File: src/sv/nms_pkg.sv
// Shared constants and controller/datapath interface types for box NMS.
`default_nettype none
package nms_pkg;
  localparam int MAX_DETS  = 64;
  localparam int IDX_W     = 6;
  localparam int CNT_W     = 7;
  localparam int COORD_W   = 16;
  localparam int BOX_W     = 4 * COORD_W;
  localparam int SCORE_W   = 16;
  localparam int LIMIT_W   = 16;
  localparam int IN_DATA_W = 80;
  localparam int OUT_DATA_W = 8;

  typedef struct packed {
    logic             load_we;
    logic             drop;
    logic [IDX_W-1:0] wr_addr;
    logic [IDX_W-1:0] sc_addr;
    logic             cap_si;
    logic             rank_clr;
    logic             rank_step;
    logic             j_lt_i;
    logic             rank_we;
    logic [IDX_W-1:0] rank_wdata;
    logic [IDX_W-1:0] rk_addr;
    logic             cap_a;
    logic             cap_boxa;
    logic             emit;
    logic             cap_b;
    logic             mul;
    logic             sum;
    logic             cmp;
    logic             flush;
  } nms_cmd_t;

  typedef struct packed {
    logic out_free;
    logic a_sup;
  } nms_stat_t;
endpackage
`default_nettype wire

File: src/sv/nms_ctrl.sv
// Controller: load, rank-sort and suppression sequencing.
`default_nettype none
module nms_ctrl (
  input  wire logic               clk_i,
  input  wire logic               rst_ni,
  input  wire logic               in_valid_i,
  input  wire logic               in_last_i,
  output      logic               in_ready_o,
  input  wire nms_pkg::nms_stat_t stat_i,
  output      nms_pkg::nms_cmd_t  cmd_o
);
  import nms_pkg::*;

  localparam logic [3:0] S_LOAD   = 4'd0;
  localparam logic [3:0] S_SI_RD  = 4'd1;
  localparam logic [3:0] S_SI_CAP = 4'd2;
  localparam logic [3:0] S_SJ_RD  = 4'd3;
  localparam logic [3:0] S_SJ_CMP = 4'd4;
  localparam logic [3:0] S_RK_WR  = 4'd5;
  localparam logic [3:0] S_A_RD   = 4'd6;
  localparam logic [3:0] S_A_FLG  = 4'd7;
  localparam logic [3:0] S_A_CAP  = 4'd8;
  localparam logic [3:0] S_A_EMIT = 4'd9;
  localparam logic [3:0] S_B_RD   = 4'd10;
  localparam logic [3:0] S_B_BOX  = 4'd11;
  localparam logic [3:0] S_B_MUL  = 4'd12;
  localparam logic [3:0] S_B_SUM  = 4'd13;
  localparam logic [3:0] S_B_CMP  = 4'd14;
  localparam logic [3:0] S_FLUSH  = 4'd15;

  logic [3:0]       state_q, state_d;
  logic [CNT_W-1:0] cnt_q, cnt_d, i_q, i_d, j_q, j_d;
  logic             room, i_end;

  always_comb begin
    state_d = state_q;
    cnt_d   = cnt_q;
    i_d     = i_q;
    j_d     = j_q;
    cmd_o   = '0;
    cmd_o.wr_addr    = cnt_q[IDX_W-1:0];
    cmd_o.sc_addr    = (state_q == S_SI_RD) ? i_q[IDX_W-1:0] : j_q[IDX_W-1:0];
    cmd_o.rk_addr    = (state_q == S_A_RD) ? i_q[IDX_W-1:0] : j_q[IDX_W-1:0];
    cmd_o.rank_wdata = i_q[IDX_W-1:0];
    cmd_o.j_lt_i     = j_q < i_q;
    room       = cnt_q < CNT_W'(MAX_DETS);
    i_end      = (i_q + 1'b1) == cnt_q;
    in_ready_o = (state_q == S_LOAD);
    case (state_q)
      S_LOAD: begin
        if (in_valid_i) begin
          if (room) begin
            cmd_o.load_we = 1'b1;
            cnt_d = cnt_q + 1'b1;
          end else begin
            cmd_o.drop = 1'b1;
          end
          if (in_last_i) begin
            i_d = '0;
            state_d = S_SI_RD;
          end
        end
      end
      S_SI_RD: state_d = S_SI_CAP;
      S_SI_CAP: begin
        cmd_o.cap_si = 1'b1;
        cmd_o.rank_clr = 1'b1;
        j_d = '0;
        state_d = S_SJ_RD;
      end
      S_SJ_RD: state_d = S_SJ_CMP;
      S_SJ_CMP: begin
        cmd_o.rank_step = 1'b1;
        j_d = j_q + 1'b1;
        state_d = ((j_q + 1'b1) == cnt_q) ? S_RK_WR : S_SJ_RD;
      end
      S_RK_WR: begin
        cmd_o.rank_we = 1'b1;
        i_d = i_q + 1'b1;
        state_d = i_end ? S_A_RD : S_SI_RD;
        if (i_end) i_d = '0;
      end
      S_A_RD: state_d = S_A_FLG;
      S_A_FLG: begin
        cmd_o.cap_a = 1'b1;
        state_d = S_A_CAP;
      end
      S_A_CAP: begin
        cmd_o.cap_boxa = 1'b1;
        if (stat_i.a_sup) begin
          i_d = i_q + 1'b1;
          state_d = i_end ? S_FLUSH : S_A_RD;
        end else begin
          state_d = S_A_EMIT;
        end
      end
      S_A_EMIT: begin
        if (stat_i.out_free) begin
          cmd_o.emit = 1'b1;
          j_d = i_q + 1'b1;
          if (i_end) begin
            state_d = S_FLUSH;
          end else begin
            state_d = S_B_RD;
          end
        end
      end
      S_B_RD: state_d = S_B_BOX;
      S_B_BOX: begin
        cmd_o.cap_b = 1'b1;
        state_d = S_B_MUL;
      end
      S_B_MUL: begin
        cmd_o.mul = 1'b1;
        state_d = S_B_SUM;
      end
      S_B_SUM: begin
        cmd_o.sum = 1'b1;
        state_d = S_B_CMP;
      end
      S_B_CMP: begin
        cmd_o.cmp = 1'b1;
        j_d = j_q + 1'b1;
        if ((j_q + 1'b1) == cnt_q) begin
          i_d = i_q + 1'b1;
          state_d = i_end ? S_FLUSH : S_A_RD;
        end else begin
          state_d = S_B_RD;
        end
      end
      S_FLUSH: begin
        if (stat_i.out_free) begin
          cmd_o.flush = 1'b1;
          cnt_d = '0;
          state_d = S_LOAD;
        end
      end
      default: state_d = S_LOAD;
    endcase
  end

  always_ff @(posedge clk_i or negedge rst_ni) begin
    if (!rst_ni) begin
      state_q <= S_LOAD;
      cnt_q   <= '0;
      i_q     <= '0;
      j_q     <= '0;
    end else begin
      state_q <= state_d;
      cnt_q   <= cnt_d;
      i_q     <= i_d;
      j_q     <= j_d;
    end
  end
endmodule
`default_nettype wire

File: config.mk
export PLATFORM = sky130hd
export DESIGN_NAME = nms_ctrl
export DESIGN_NICKNAME = d
export VERILOG_FILES = /design/src/sv/nms_pkg.sv /design/src/sv/nms_ctrl.sv
export SDC_FILE = /design/constraint.sdc
export NUM_CORES = 1
export LEC_CHECK = 0
export ABC_AREA = 1
export ABC_CLOCK_PERIOD_IN_PS = 2400
export BUFFER_PORTS_ARGS = -buffer_cell sky130_fd_sc_hd__buf_4
export CAP_MARGIN = 20
export CELL_PAD_IN_SITES_DETAIL_PLACEMENT = 0
export CELL_PAD_IN_SITES_GLOBAL_PLACEMENT = 2
export CORE_MARGIN = 2
export CORE_UTILIZATION = 30
export DETAILED_ROUTE_END_ITERATION = 8
export PLACE_DENSITY_LB_ADDON = 0.1
export SETUP_SLACK_MARGIN = 0.05
export SYNTH_ARGS = -nofsm -noshare
export SYNTH_HDL_FRONTEND = slang
export SYNTH_SLANG_ARGS = --single-unit
File: constraint.sdc
create_clock -name clk_i -period 2.4 [get_ports clk_i]
set_input_delay 0.72 -clock clk_i [delete_from_list [all_inputs] [get_ports clk_i]]
set_output_delay 0.72 -clock clk_i [all_outputs]
set_load 0.02 [all_outputs]
== After elaboration in Yosys (flattened, before gate mapping) ==
Index checks and enable logic that the tools add are counted.

* Add/subtract/negate cells: 3
* Multiply operators: 0
* Divide/modulo/power cells: 0
* Order comparisons: 2
* Equal/unequal tests: 24
* Shifts and indexed selects: 0
* Multiplexer cells: 41
* Bitwise gates (word level): 0
* Reduce and logical (&&, ||, !) cells: 9

{| class="wikitable"
|+ Operator list
! cell !! number
|-
| 4-bit one-hot mux with 16 select lines || 1
|-
| 7-bit 2-to-1 mux || 9
|-
| 4-bit equality test (second input constant) || 8
|-
| 4-bit 2-to-1 mux || 7
|-
| 7-bit one-hot mux with 4 select lines || 1
|-
| 7-bit by 1-bit adder with 7-bit output (second input constant) || 3
|-
| 7-bit one-hot mux with 3 select lines || 1
|-
| 4-bit by 3-bit equality test with 1-bit output (second input constant) || 4
|-
| 7-bit equality test || 2
|-
| 7-bit one-hot mux with 2 select lines || 1
|-
| 1-bit 2-to-1 mux || 13
|-
| 6-bit 2-to-1 mux || 2
|-
| 2-bit != test (second input constant) || 6
|-
| 3-bit 2-to-1 mux || 3
|-
| 4-bit by 2-bit equality test with 1-bit output (second input constant) || 2
|-
| 4-bit AND reduction || 2
|-
| 7-bit less-than comparator || 1
|-
| 7-bit less-than comparator (second input constant) || 1
|-
| 2-bit 2-to-1 mux || 3
|-
| 5-bit AND reduction || 1
|-
| 4-bit by 1-bit equality test with 1-bit output (second input constant) || 1
|-
| 4-bit zero test || 1
|-
| 4-bit nonzero test || 1
|-
| 3-bit nonzero test || 1
|-
| other kinds (4) || 4
|}

* Bits in registers: 25
* Latch bits: 0
* RAM bits: 0
* Memory bits (read-only): 0
* Input bits: 6
* Output and inout bits: 40
* Word-level logic and storage cells: 83
* Memories kept: 0

== Logic depth before layout (Yosys ltp) ==
* Depth in word-level cells: 5
* Depth in mapped cells: 15
* Gate-level depth less buffers: 15

== Least setup slack after synthesis ==
Ideal clock, no wire load.

* Path type: register to output
* Start: reg i_q[5]
* End: out cmd_o[21] (netlist name)
* Data arrival time: 2049 ps
* Required time: 1680 ps
* Setup slack: -369 ps
* Cell stages (with the launch flop): 7
* Path buffers: 1
* Cells stage by stage: dfrtp_1 > buf_2 > inv_1 > ha_1 > nand2_1 > nor2_1 > a2111oi_0

{| class="wikitable"
|+ RTL lines
! element !! line !! RTL
|-
| start, declared || nms_ctrl.sv:32 || <nowiki>logic [CNT_W-1:0] cnt_q, cnt_d, i_q, i_d, j_q, j_d;</nowiki>
|-
| start signal, assigned || nms_ctrl.sv:151 || <nowiki>i_q <= i_d;</nowiki>
|-
| end, declared || nms_ctrl.sv:10 || <nowiki>output nms_pkg::nms_cmd_t cmd_o</nowiki>
|}

==> flow_summary.yaml <==
status:
  status: "finished clean"
timing:
  fin_tns_setup_ns: 0
  worst_pin_slew_ns: 0.392
  drv_slew: 0
  slew_headroom_pct: 73.8
  final-setup-viol-count: 0
  timing.final.crit_share_pct: 99.6
  max_clock_freq_mhz: 418
  fin_crit_ns: 2.39
  finalHoldViolCount: 0
  rsz0062_at_grt: "yes"
  fin_skew_ns: 0.0138
  postLayoutSetupSlackWorst_ns: 0.00992
global_route:
  grt_pass1_vias: 2385
  grtUsageTotal_pct: 19.1
  grt_pass1_wl_um: 12600
  grt_start_max_net_pins: 26
  antenna_found_initial: 0
  gr-total-overflow: 0
min_path:
  hold_class: "input port to asynchronous set/reset pin"
finish:
  final_cell_mix: "nand2_1, buf_4, nand3_1"
  num-nets-final: 439
  fin_area_um2: 3120
  num-fill-cells: 848
  final_common_cell: "nand2_1"
  n_antenna_cell: 0
  drive_gt1_share_pct: 34.0
  areaGrowthSynthToFinish_pct: 33.7
setup_path:
  crit_path_start_kind: "register"
  reg2reg_depth: 13
  critPathArrivalTime_ns: 1.67
  critPathSlowestCell: "dfrtp_1"
  r2r-end: "i_q[3]"
  cp-end-kind: "output pin"
  critPathMaxFanout: 3
  ff2ff_setup_slack_ns: 0.21
  reg2reg_from: "j_q[1]"
  path_cells: "inv_2 > ha_4 > a21oi_4 > a21oi_2 > a2111oi_2 > buf_4"
  slowest_delay_ns: 0.40
  required_ns: 1.68
  crit_type: "register to output pin"
clocking:
  tritoncts: "done"
  clk-insertion-delay-late_ns: 0.29
  cts.clk_slew.worst_paths_ns: 0.12
  htreeDepth: 1
  cts-root-buf: "clkbuf_8"
  clock_path_buffers: 2
  holdBufCountCts: 0
  clock-sinks: 25
  numCtsBuffers: 3
pwr:
  irDropWorstVdd_mv: 0.517
  cellPowerDensity_nw_per_um2: 1060
  p_leak_nw: 1.52
  power_w: 0.00331
  pwr-share-comb_pct: 68.8
  internal_power_w: 0.00160
  seq_power_share_pct: 22.4
  swShare_pct: 51.8
  power.share.clock_pct: 8.7
  switching_power_w: 0.00172
floorplanning:
  die_x_um: 92.1
  die_area_um2: 8490
  die_y_um: 92.1
  placeableCoreArea_um2: 7610
  start_util_pct: 30.6
  io_pins: 46
  num_rows: 32
synthesis:
  postSynthCellCount: 361
  synth_top_family_by_area: "simple AND/OR/NAND/NOR gates"
  ys_seq_elements: 25
  yosys.cell_types.count: 38
  yosys_warnings: 0
  synthFlopType: "dfrtp_1"
  yosysSeqAreaShare_pct: 26.9
  synthSimpleGateAreaFrac_pct: 41.5
  syn-cell-area_um2: 2330
  syn_area_per_cell_um2: 6.45
  synth_enable_flop_cells: 0
  synth-compound-area-share_pct: 12.2
  synthMuxAreaShare_pct: 0.483
  synthAdderAreaFrac_pct: 4.83
  synth_xor_area_share_pct: 1.50
  synth_nets: 376
  async_flop_share_pct: 100
route:
  vias: 2497
  ant_nets: 0
  dr_wl_met2_um: 3900
  routed-wl-met3_um: 313
  wire_per_inst_um: 15.2
  routed.top_layer: "met4"
  wl_um: 8000
  wl_met1_um: 3720
  firstDrtPassIters: 4
  viasPerCell: 4.76
  route.detailed.drc: 0
  drt_iter0_markers: 151
placed_design:
  gp_congestion: 0.865
  dp_hpwl_um: 6200
  dp_slack_ns: 0.222
  place_area_um2: 2800
  numPortBuffers: 45
job:
  max_cap_violations: 0
[power groups by stage]
stage	clock [W]	sequential (W)	combinational, W
finish	0.000290	0.000744	0.00228
global route	0.000316	0.000770	0.00253
CTS	0.000298	0.000729	0.00210
detailed placement	0	0.000740	0.00200
global placement	0	0.000740	0.00200
floorplan	0	0.000677	0.00144
[what timing repair did]
item / in CTS / in global routing
setup endpoints to repair: 12 / 25
resized for setup: 23 / 23
buffers inserted: 6 / 8
pin swaps: 0 / 4
cloned: 1 / 0
[final cells by class]
cell class	instances	area, um2	area share [%]
multi-input combinational	273	1550	49.7
inverter	45	171	5.50
clock buffer	3	41.3	1.33
clock inverter	1	8.76	0.281
sequential	25	636	20.4
tap	102	128	4.10
timing repair buffer	76	582	18.7
[sequential cells by signal, summed over array words and instances (netlist names)]
name	flops
i_q	7
j_q	7
cnt_q	7
state_q	4
[synth_stat cells (2+ instances only)]
cell      instances  area share (%)
xnor2_1           2            0.75
nor3_1            3            0.64
o21ai_1           4            0.86
nor3_2            2            0.86
inv_1            40             6.4
nand2_1         112              18
a21oi_1           9             1.9
nand3b_1          4             1.3
nand4_1           4             1.1
nor2_2           11             3.0
nand3_1          36             7.7
a21oi_4           2             1.4
dfrtp_1          25              27
buf_4            13             4.2
nand2_2           2            0.54
o22ai_1           3            0.81
buf_2             2            0.43
nor2_1           33             5.3
clkbuf_1          2            0.32
a211oi_1          2            0.64
nor3b_1           2            0.64
xor2_1            2            0.75
inv_2             5            0.81
a31oi_1           2            0.54
ha_1              9             4.8
nor2_4            2            0.97
o21ai_0          17             3.7
[worst max-delay path by stage]
stage / cells after the start / slack [ns] / start / to
floorplan: 6 / 0.17 / i_q[5] / cmd_o[21]
global placement: 5 / 0.23 / j_q[4] / cmd_o[21]
detailed placement: 5 / 0.22 / j_q[4] / cmd_o[21]
CTS: 6 / 0.006 / i_q[2] / cmd_o[21]
global route: 6 / -0.09 / i_q[2] / cmd_o[21]
finish: 6 / 0.01 / i_q[2] / cmd_o[21]
[layer usage]
layer | up-vias | global-route usage, %
met1 | 1156 | 25.5
met5 | - | 0
met4 | 0 | 4.48
met2 | 50 | 33.5
li1 | 1287 | -
met3 | 4 | 1.64
[critical path: cells and delay by family, from the launching register on]
| family | cells | cell delay, ns |
|---|---|---|
| buf+inv | 2 | 0.29 |
| compound gates | 3 | 0.46 |
| fa+ha+maj | 1 | 0.22 |
| flops | 1 | 0.40 |
[stage by stage]
stage                     util (%)  std cells  hold slack, ns
after floorplan                  -        361           0.424
after global placement        36.7        506           0.547
after detailed placement      36.7        506           0.543
after CTS                     39.1        517           0.338
after global routing          41.0        525           0.340
final                         41.0        525           0.324
[logic make-up after synthesis]
family          count (synthesis)
xor+xnor                        4
fa+ha+maj                       9
flops                          25
buf+inv                        63
compound gates                 45
simple gates                  214
mux                             1
Power figures use the tool's default switching activity.
